`src/rtl/tlbpt_pkg.sv`:
```
package tlbpt_pkg;
  localparam int PAGE_OFFSET_BITS_DEF = 12;
  localparam int VIRT_PAGE_BITS_DEF = 20;
  localparam int FRAME_BITS_DEF = 18;
  localparam int TLB_ENTRIES_DEF = 16;
  localparam int ADDR_W = 32;
  localparam int PA_W = 30;
  localparam int CNT_W = 32;

  localparam logic [1:0] CMD_TRANSLATE = 2'd0;
  localparam logic [1:0] CMD_MAP = 2'd1;
  localparam logic [1:0] CMD_UNMAP = 2'd2;

  localparam logic [1:0] ST_DONE = 2'd0;
  localparam logic [1:0] ST_FAULT = 2'd1;
  localparam logic [1:0] ST_REFUSED = 2'd2;

  typedef struct packed {
    logic [1:0]        command;
    logic [ADDR_W-1:0] vaddr;
    logic [23:0]       frame_number;
  } tlbpt_cmd_t;
endpackage

```
`src/rtl/tlbpt_front.sv`:
```
module tlbpt_front (
  input  logic                  clk,
  input  logic                  rst_n,
  input  logic                  in_valid,
  output logic                  in_stall,
  input  tlbpt_pkg::tlbpt_cmd_t in_cmd,
  output logic                  q_valid,
  input  logic                  q_pop,
  output tlbpt_pkg::tlbpt_cmd_t q_cmd
);
  import tlbpt_pkg::*;

  // two-entry queue between front and back
  tlbpt_cmd_t mem_r [2];
  logic       wp_r, rp_r;
  logic [1:0] cnt_r;
  logic       push;

  assign in_stall = (cnt_r == 2'd2);
  assign push = in_valid && !in_stall;
  assign q_valid = (cnt_r != 2'd0);
  assign q_cmd = mem_r[rp_r];

  always_ff @(posedge clk) begin
    if (push) mem_r[wp_r] <= in_cmd;
    if (!rst_n) begin
      wp_r <= 1'b0;
      rp_r <= 1'b0;
      cnt_r <= 2'd0;
    end else begin
      if (push) wp_r <= ~wp_r;
      if (q_pop) rp_r <= ~rp_r;
      cnt_r <= cnt_r + {1'b0, push} - {1'b0, q_pop};
    end
  end
endmodule

```
`config.mk`:
```
export PLATFORM = sky130hd
export DESIGN_NAME = tlbpt_front
export DESIGN_NICKNAME = d
export VERILOG_FILES = /design/src/rtl/tlbpt_pkg.sv /design/src/rtl/tlbpt_front.sv
export SDC_FILE = /design/constraint.sdc
export NUM_CORES = 1
export LEC_CHECK = 0
export BUFFER_PORTS_ARGS = -buffer_cell sky130_fd_sc_hd__buf_2
export CAP_MARGIN = 10
export CORE_ASPECT_RATIO = 1.2
export CORE_MARGIN = 1.5
export CORE_UTILIZATION = 52
export DETAILED_ROUTE_END_ITERATION = 12
export PLACE_DENSITY_LB_ADDON = 0.08
export SLEW_MARGIN = 10
export SYNTH_ARGS = -nofsm -noshare
export SYNTH_HDL_FRONTEND = slang
export SYNTH_SLANG_ARGS = --single-unit
export TNS_END_PERCENT = 1
```
`constraint.sdc`:
```
create_clock -name clk -period 4.44 [get_ports clk]
set_input_delay 0.888 -clock clk [delete_from_list [all_inputs] [get_ports clk]]
set_output_delay 0.888 -clock clk [all_outputs]
set_load 0.02 [all_outputs]
```
==> out/metrics.yaml, run 1 <==
outcome: "complete, no violations"
yosys.area_share.adder_pct: 0.558
critPathKind: "reg2out"
finClkSkew_ns: 0.00605
drtIter0Drc: 155
hpwl_um: 4630
h-tree-depth: 4
clk_path_buf_depth: 2
start_kind: "flip-flop"
async_flop_share_pct: 0
drc: 0
power_density_mw_per_mm2: 571
core-area_sq_mm: 0.00824
slew_viol_final: 0
synthXorXnorAreaFrac_pct: 0.586
ios: 122
gp_congestion: 0.692
yosys.area_share.simple_pct: 1.20
num_vias: 2280
synth_most_common_cell: "edfxtp_1"
ir_drop_mv: 0.350
postRouteAntennaNets: 0
routed_wl_um: 7300
row_count: 36
first_global_vias: 2293
clockRootBuffer: "clkbuf_8"
setup_viol: 0
wl_per_cell_um: 15.6
grt_usage_pct: 16.6
synth-compound-area-share_pct: 0
setup_slack_ns: 1.44
drv_cap: 0
antenna_found_initial: 1
hold_path.class: "reg2reg"
drtPass1Iterations: 4
grt-busiest-layer: "met2"
place_ws_ns: 1.91
yosysSeqAreaShare_pct: 79.9
synth_area_leaders: "edfxtp_1, mux2_2, mux2_4"
crit_fanout: 58
max_slew_margin_pct: 40.8
cp-end-kind: "primary output"
use_met3_pct: 7.42
die_x_um: 87.8
cts_tree: "yes"
finalHoldViolations: 0
synth_cell_types: 17
synth_edf_count: 116
synth_top_family_by_area: "multiplexers"
tns_ns: 0
worstPathArrival_ns: 2.12
yosysTopAreaCell: "edfxtp_1"
area_growth_pct: 28.8
syn_avg_cell_area_sq_um: 21.9
numCtsBuffers: 17
required_ns: 3.55
grt_max_degree: 59
hold-worst-slack_ns: 0.523
grt_first_pass_wirelength_um: 11000
start_util_pct: 54.4
clock_latency_ns: 0.50
dieArea_sq_mm: 0.00920
worstMarginPinSlew_ns: 0.888
synth_ff_type: "edfxtp_1"
synth_seq_cells: 121
final.min_clock_period_ns: 3.00
use_met1_pct: 18.8
cellLeakagePower_uw: 0.00226
synth.top_cells.by_count: "edfxtp_1, mux2_2, mux2_4"
cts_hold_buf: 0
die_h_um: 105
use_met2_pct: 26.2
syn_nets: 269
yosysTopAreaCellShare_pct: 77.6
syn_area_sq_mm: 0.00449
cts.sinks: 121
n_antenna_cell: 0
drive_above_1_share_pct: 60.6
max_freq_mhz: 333
rsz0062_at_grt: "false"
nets: 406
post_cts_resized: 0
routed_via_density: 4.86
clk_pin_slew_ns: 0.05
overflow: 0
cts_setup_buffers: 0
period_share_pct: 67.7
muxShareOfSynthArea_pct: 16.5
yosys_warnings: 0
synth_cells: 205
numPortBuffers: 121
-- per-stage QoR --
stage	util [%]	total power (uW)	cell area [sq um]	std cells
floorplan	-	1910	4490	205
finish	70.1	3300	5780	469
detailed placement	63.5	2110	5230	437
global route	70.1	3440	5780	469
global placement	63.5	2090	5230	437
CTS	70.1	3340	5780	469
-- registers in the layout (all words and copies together) (netlist names), named ones only --
signal	cells
rp_r	1
mem_r	116
wp_r	1
cnt_r	2
-- cell type report --
class,instances,area [sq um]
Inverter,3,11.3
Multi-Input combinational cell,75,852
Fill cell,583,2460
Timing Repair Buffer,124,641
Sequential cell,121,3580
Clock inverter,15,135
Tap cell,114,143
Clock buffer,17,414
-- kinds of logic after synthesis --
logic type | after synthesis
buf+inv | 9
flops | 121
fa+ha+maj | 2
simple gates | 11
mux | 59
xor+xnor | 3
-- cells in the final DEF (no fill, tap or decap), types with 4 or more instances in the layout --
master	n
buf_2	121
edfxtp_1	116
mux2_2	38
mux2_4	20
clkbuf_16	16
clkinv_2	5
clkinvlp_4	4
dfxtp_1	4
-- path summary, 6_finish.rpt --
check,cells past startpoint,startpoint,slack [ns],endpoint
hold / removal,2,wp_r,0.52,wp_r
hold reg to reg,2,wp_r,0.52,wp_r
setup / recovery,3,flip-flop,1.44,q_cmd[0]
setup reg to reg,3,cnt_r[0],2.40,mem_r[1][3]
-- report_power, final --
group	switching, uW	leakage [uW]	internal [uW]
sequential	39.8	0.00112	1450
clock	447	0.000262	784
combinational	350	0.000872	234
-- worst max-delay path: stages, from the launching register on --
cell and delay [ns]:
dfxtp_2 0.31, buf_4 0.67, mux2_2 0.43, buf_2 0.16
-- metal layers --
metal	vias to the layer above	share of wire, %	wire length (um)
li1	1078	-	-
met1	1094	40	2920
met2	88	51	3720
met3	18	6.7	490
met4	2	2.0	145
met5	-	0.26	19
Power figures use the tool's default switching activity.
==> run 2, diff against run 1 <==
Clock period 4.44 ns to 2.9 ns, I/O delays scaled along.
==> out/metrics.yaml, run 2 (synthesized netlist as in run 1, its figures left out) <==
wl_met1_um: 2880  # was 2920 um
worstPathArrival_ns: 1.82  # was 2.12 ns
clk_path_buf_depth: 2  # unchanged
cts_hold_buf: 0  # unchanged
critPathKind: "reg2out"  # unchanged
gp_congestion: 0.726  # was 0.692
first_global_vias: 2346  # was 2293
r2r_slack_ns: 1.17  # was 2.40 ns
numCtsBuffers: 17  # unchanged
wl_met2_um: 3810  # was 3720 um
clk_pin_slew_ns: 0.06  # was 0.05 ns
power_density_mw_per_mm2: 868  # was 571 mW/mm^2
hold_path.class: "in2reg"  # was reg2reg
ios: 122  # unchanged
die_x_um: 87.8  # unchanged
h-tree-depth: 4  # unchanged
post_cts_resized: 0  # unchanged
cts_tree: "yes"  # unchanged
max_freq_mhz: 417
postRouteAntennaNets: 0  # unchanged
cellLeakagePower_uw: 0.00226  # about the same
overflow: 0  # unchanged
die_h_um: 105  # unchanged
power_uw: 5020  # was 3300 uW
routed_via_density: 4.86  # about the same
max_stage_delay_ns: 0.41  # was 0.67 ns
cp_cell_sequence: "buf_4, mux2_2, buf_2"  # unchanged
start_kind: "flip-flop"  # unchanged
drtIter0Drc: 152  # was 155
tns_ns: 0  # unchanged
cp-end-kind: "primary output"  # unchanged
drive_above_1_share_pct: 59.7  # was 60.6%
largest-register: "mem_r"  # unchanged
drtPass1Iterations: 6  # was 4
max_slew_margin_pct: 57.0  # was 40.8%
grt_max_degree: 59  # unchanged
nets: 407  # was 406
dr_wl_met3_um: 477  # was 490 um
required_ns: 2.32  # was 3.55 ns
highest_layer: "met4"  # was met5
clockRootBuffer: "clkbuf_8"  # unchanged
worst_path_max_delay_cell: "buf_4"  # unchanged
drv_cap: 0  # unchanged
grt_usage_pct: 16.6  # about the same
routed_wl_um: 7240  # was 7300 um
worstMarginPinSlew_ns: 0.645  # was 0.888 ns
dieArea_sq_mm: 0.00920  # unchanged
clock_latency_ns: 0.49  # was 0.50 ns
numPortBuffers: 121  # unchanged
cts_setup_buffers: 0  # unchanged
final.min_clock_period_ns: 2.40
largest_registers: "mem_r: 116 flops, cnt_r: 2 flops"  # unchanged
core-area_sq_mm: 0.00824  # unchanged
drc: 0  # unchanged
fillers: 581  # was 583
mostFrequentLayoutCells: "buf_2, edfxtp_1, mux2_2"  # unchanged
ir_drop_mv: 0.552  # was 0.350 mV
finalHoldViolations: 0  # unchanged
num_vias: 2278  # was 2280
start_util_pct: 54.4  # unchanged
crit_fanout: 33  # was 58
row_count: 36  # unchanged
antenna_found_initial: 0  # was 1
n_antenna_cell: 0  # unchanged
grt_first_pass_wirelength_um: 11100  # was 11000 um
rsz0062_at_grt: "false"  # unchanged
period_share_pct: 82.8
area_growth_pct: 28.8  # unchanged
largest_reg_flops: 116  # unchanged
outcome: "complete, no violations"  # unchanged
setup_viol: 0  # unchanged
final_common_cell: "buf_2"  # unchanged
slew_viol_final: 0  # unchanged
cts.sinks: 121  # unchanged
wl_per_cell_um: 15.4  # was 15.6 um
finClkSkew_ns: 0.0110  # was 0.00605 ns
hpwl_um: 4600  # was 4630 um
[run 2: changes by cell type in the layout (fill, tap and decap cells not counted)]
cell	change
clkinvlp_4	-3
clkbuf_1	+1
buf_12	+1
clkinv_1	+2
clkinv_4	-1
[run 2: final timing paths]
path / from / endpoint / depth (start not counted)
worst min-delay path: in_cmd[15] / mem_r[1][15] / 1
worst max-delay path: flip-flop / q_cmd[1] / 3
worst max register to register: cnt_r[0] / mem_r[1][24] / 3
worst min register to register: wp_r / wp_r / 2
[run 2: metal layers]
metal / up-vias / GRT usage (%)
met1: 1112 / 18.4
li1: 1082 / -
met5: - / 0
met2: 78 / 27.3
met3: 6 / 6.79
met4: 0 / 7.48
[run 2: final cells by class]
class	instances	area [sq um]	share of cell area, %
multi-input combinational	75	852	14.7
clock buffer	18	418	7.23
timing repair buffer	125	661	11.4
tap	114	143	2.47
sequential	121	3580	62.0
clock inverter	13	111	1.93
inverter	3	11.3	0.195
[run 2: stage by stage]
step	utilization (%)	hold WS, ns	cells	area, sq um	setup WS [ns]
2_1_floorplan	-	0.466	205	4490	0.292
3_3_place_gp	63.7	0.495	438	5250	0.977
3_5_place_dp	63.7	0.514	438	5250	0.973
4_1_cts	70.1	0.246	469	5780	0.452
5_1_grt	70.1	0.248	469	5780	0.421
6_report	70.1	0.270	469	5780	0.499
[run 2: critical path: cells and delay by family, from the launching register on]
kind	cells	cell delay, ns
DFF	1	0.32
buffers and inverters	2	0.57
muxes	1	0.41
[run 2: power breakdown]
part	internal (uW)	switching (uW)	total (uW)	leakage [uW]
clock network	1190	651	1840	0.000261
registers	2220	62.1	2280	0.00112
logic	364	534	898	0.000880
total	3770	1250	5020	0.00226
==> run 3, diff against run 2 <==
Settings changed: CORE_UTILIZATION 52 to 47.
Clock period 2.9 ns to 2.2 ns, I/O delays scaled along.
==> out/metrics.yaml, run 3 (synthesized netlist as in run 1, its figures left out) <==
outcome: "complete, no violations"  # unchanged
die_x_um: 92.2  # was 87.8 um
critPathKind: "reg2out"  # unchanged
hold-worst-slack_ns: 0.126  # was 0.270 ns
setup_slack_ns: 0.116  # was 0.499 ns
core-area_sq_mm: 0.00918  # was 0.00824 sq mm
hold_path.class: "in2reg"  # unchanged
drc: 0  # unchanged
numCtsBuffers: 17  # unchanged
routed_via_density: 4.85  # was 4.86
fillers: 701  # was 581
max_freq_mhz: 480
n_antenna_cell: 0  # unchanged
ios: 122  # unchanged
slew_viol_final: 0  # unchanged
finClkSkew_ns: 0.00847  # was 0.0110 ns
largest_registers: "mem_r: 116 flops, cnt_r: 2 flops"  # unchanged
gp_congestion: 0.733  # was 0.726
worstMarginPinSlew_ns: 0.473  # was 0.645 ns
hpwl_um: 5020  # was 4600 um
dieArea_sq_mm: 0.0101  # was 0.00920 sq mm
pwr-share-comb_pct: 19.2  # was 17.9%
period_share_pct: 94.7
setup_viol: 0  # unchanged
p_int_uw: 4750  # was 3770 uW
clkPwrFrac_pct: 33.6  # was 36.7%
clk_pin_slew_ns: 0.05  # was 0.06 ns
cp_cell_sequence: "buf_8, mux2_2, buf_2"  # was buf_4, mux2_2, buf_2
numPortBuffers: 121  # unchanged
final-seq-area_sq_mm: 0.00358  # unchanged
first_global_vias: 2444  # was 2346
cellLeakagePower_uw: 0.00226  # about the same
place_ws_ns: 0.485  # was 0.973 ns
clk_path_buf_depth: 2  # unchanged
final.min_clock_period_ns: 2.08
ir_drop_mv: 0.771  # was 0.552 mV
cp-end-kind: "primary output"  # unchanged
multiInputGateArea_sq_um: 852  # unchanged
drv_cap: 0  # unchanged
clock_latency_ns: 0.50  # was 0.49 ns
worst_path_max_delay_cell: "mux2_2"  # was buf_4
cts_setup_buffers: 0  # unchanged
largest-register: "mem_r"  # unchanged
p_seq_share_pct: 47.3  # was 45.4%
use_met1_pct: 16.1  # was 18.4%
start_kind: "flip-flop"  # unchanged
cts.sinks: 121  # unchanged
grt_max_degree: 36  # was 59
use_met2_pct: 27.7  # was 27.3%
max_slew_margin_pct: 68.5  # was 57.0%
clockRootBuffer: "clkbuf_8"  # unchanged
mostFrequentLayoutCells: "buf_2, edfxtp_1, mux2_2"  # unchanged
num_vias: 2303  # was 2278
drtIter0Drc: 134  # was 152
max_stage_delay_ns: 0.38  # was 0.41 ns
start_util_pct: 48.9  # was 54.4%
grt-busiest-layer: "met2"  # unchanged
antenna_found_initial: 0  # unchanged
largest_reg_flops: 116  # unchanged
swShare_pct: 25.3  # was 24.9%
routed_wl_um: 7490  # was 7240 um
fin_util_pct: 62.8  # was 70.1%
rsz0062_at_grt: "false"  # unchanged
worstPathArrival_ns: 1.64  # was 1.82 ns
post_cts_resized: 1  # was 0
crit_fanout: 24  # was 33
area_growth_pct: 28.4  # was 28.8%
overflow: 0  # unchanged
power_density_mw_per_mm2: 1100  # was 868 mW/mm^2
p_sw_uw: 1610  # was 1250 uW
nets: 410  # was 407
use_met3_pct: 7.75  # was 6.79%
row_count: 38  # was 36
finalHoldViolations: 0  # unchanged
grt_first_pass_wirelength_um: 11500  # was 11100 um
tns_ns: 0  # unchanged
cts_hold_buf: 0  # unchanged
drive_above_1_share_pct: 59.4  # was 59.7%
required_ns: 1.76  # was 2.32 ns
h-tree-depth: 4  # unchanged
postRouteAntennaNets: 0  # unchanged
grt_usage_pct: 15.8  # was 16.6%
cts_tree: "yes"  # unchanged
drtPass1Iterations: 4  # was 6
die_h_um: 110  # was 105 um
wl_per_cell_um: 15.8  # was 15.4 um
final_common_cell: "buf_2"  # unchanged
run 3: changes by cell type in the layout (fill, tap and decap cells not counted), sizes merged:
cell      change
clkbuf        +2
buf           +3
bufinv        -2
clkinv        -2
clkinvlp      -1
run 3: final cells by class:
| cell class | count | area share [%] |
|---|---|---|
| timing repair buffer | 128 | 12.2 |
| tap | 120 | 2.61 |
| clock inverter | 8 | 0.608 |
| sequential | 121 | 62.2 |
| inverter | 3 | 0.195 |
| multi-input combinational | 75 | 14.8 |
| clock buffer | 20 | 7.38 |
run 3: worst paths after layout:
path         slack (ns)      endpoint  depth (start not counted)       start
max reg2reg        0.58      cnt_r[1]                          8    cnt_r[0]
min                0.13  mem_r[1][15]                          1  in_cmd[15]
max                0.12     q_cmd[57]                          3   flip-flop
min reg2reg        0.52     flip-flop                          2        rp_r
run 3: critical path, delay by kind of cell (launching register included):
family                 cells  cell delay [ns]
buffers and inverters      2             0.39
flip-flops                 1             0.36
multiplexers               1             0.38
run 3: routing by layer:
layer	part of all wire, %	wire (um)
met1	37	2780
met2	55	4120
met3	7.2	538
met4	0.65	49
met5	0	0
run 3: stage by stage:
| step | std cells | total power (uW) | instance area [sq um] |
|---|---|---|---|
| 6_report | 475 | 6360 | 5760 |
| 5_1_grt | 475 | 6660 | 5760 |
| 4_1_cts | 475 | 6460 | 5760 |
| 3_5_place_dp | 447 | 4290 | 5290 |
| 3_3_place_gp | 447 | 4270 | 5290 |
| 2_1_floorplan | 205 | 3850 | 4490 |
run 3: power by group through the flow:
stage | clock [uW] | combinational, uW | sequential [uW]
floorplan | 0 | 812 | 3030
global placement | 0 | 1230 | 3040
detailed placement | 0 | 1240 | 3050
CTS | 2200 | 1250 | 3010
global route | 2310 | 1320 | 3040
finish | 2140 | 1220 | 3010
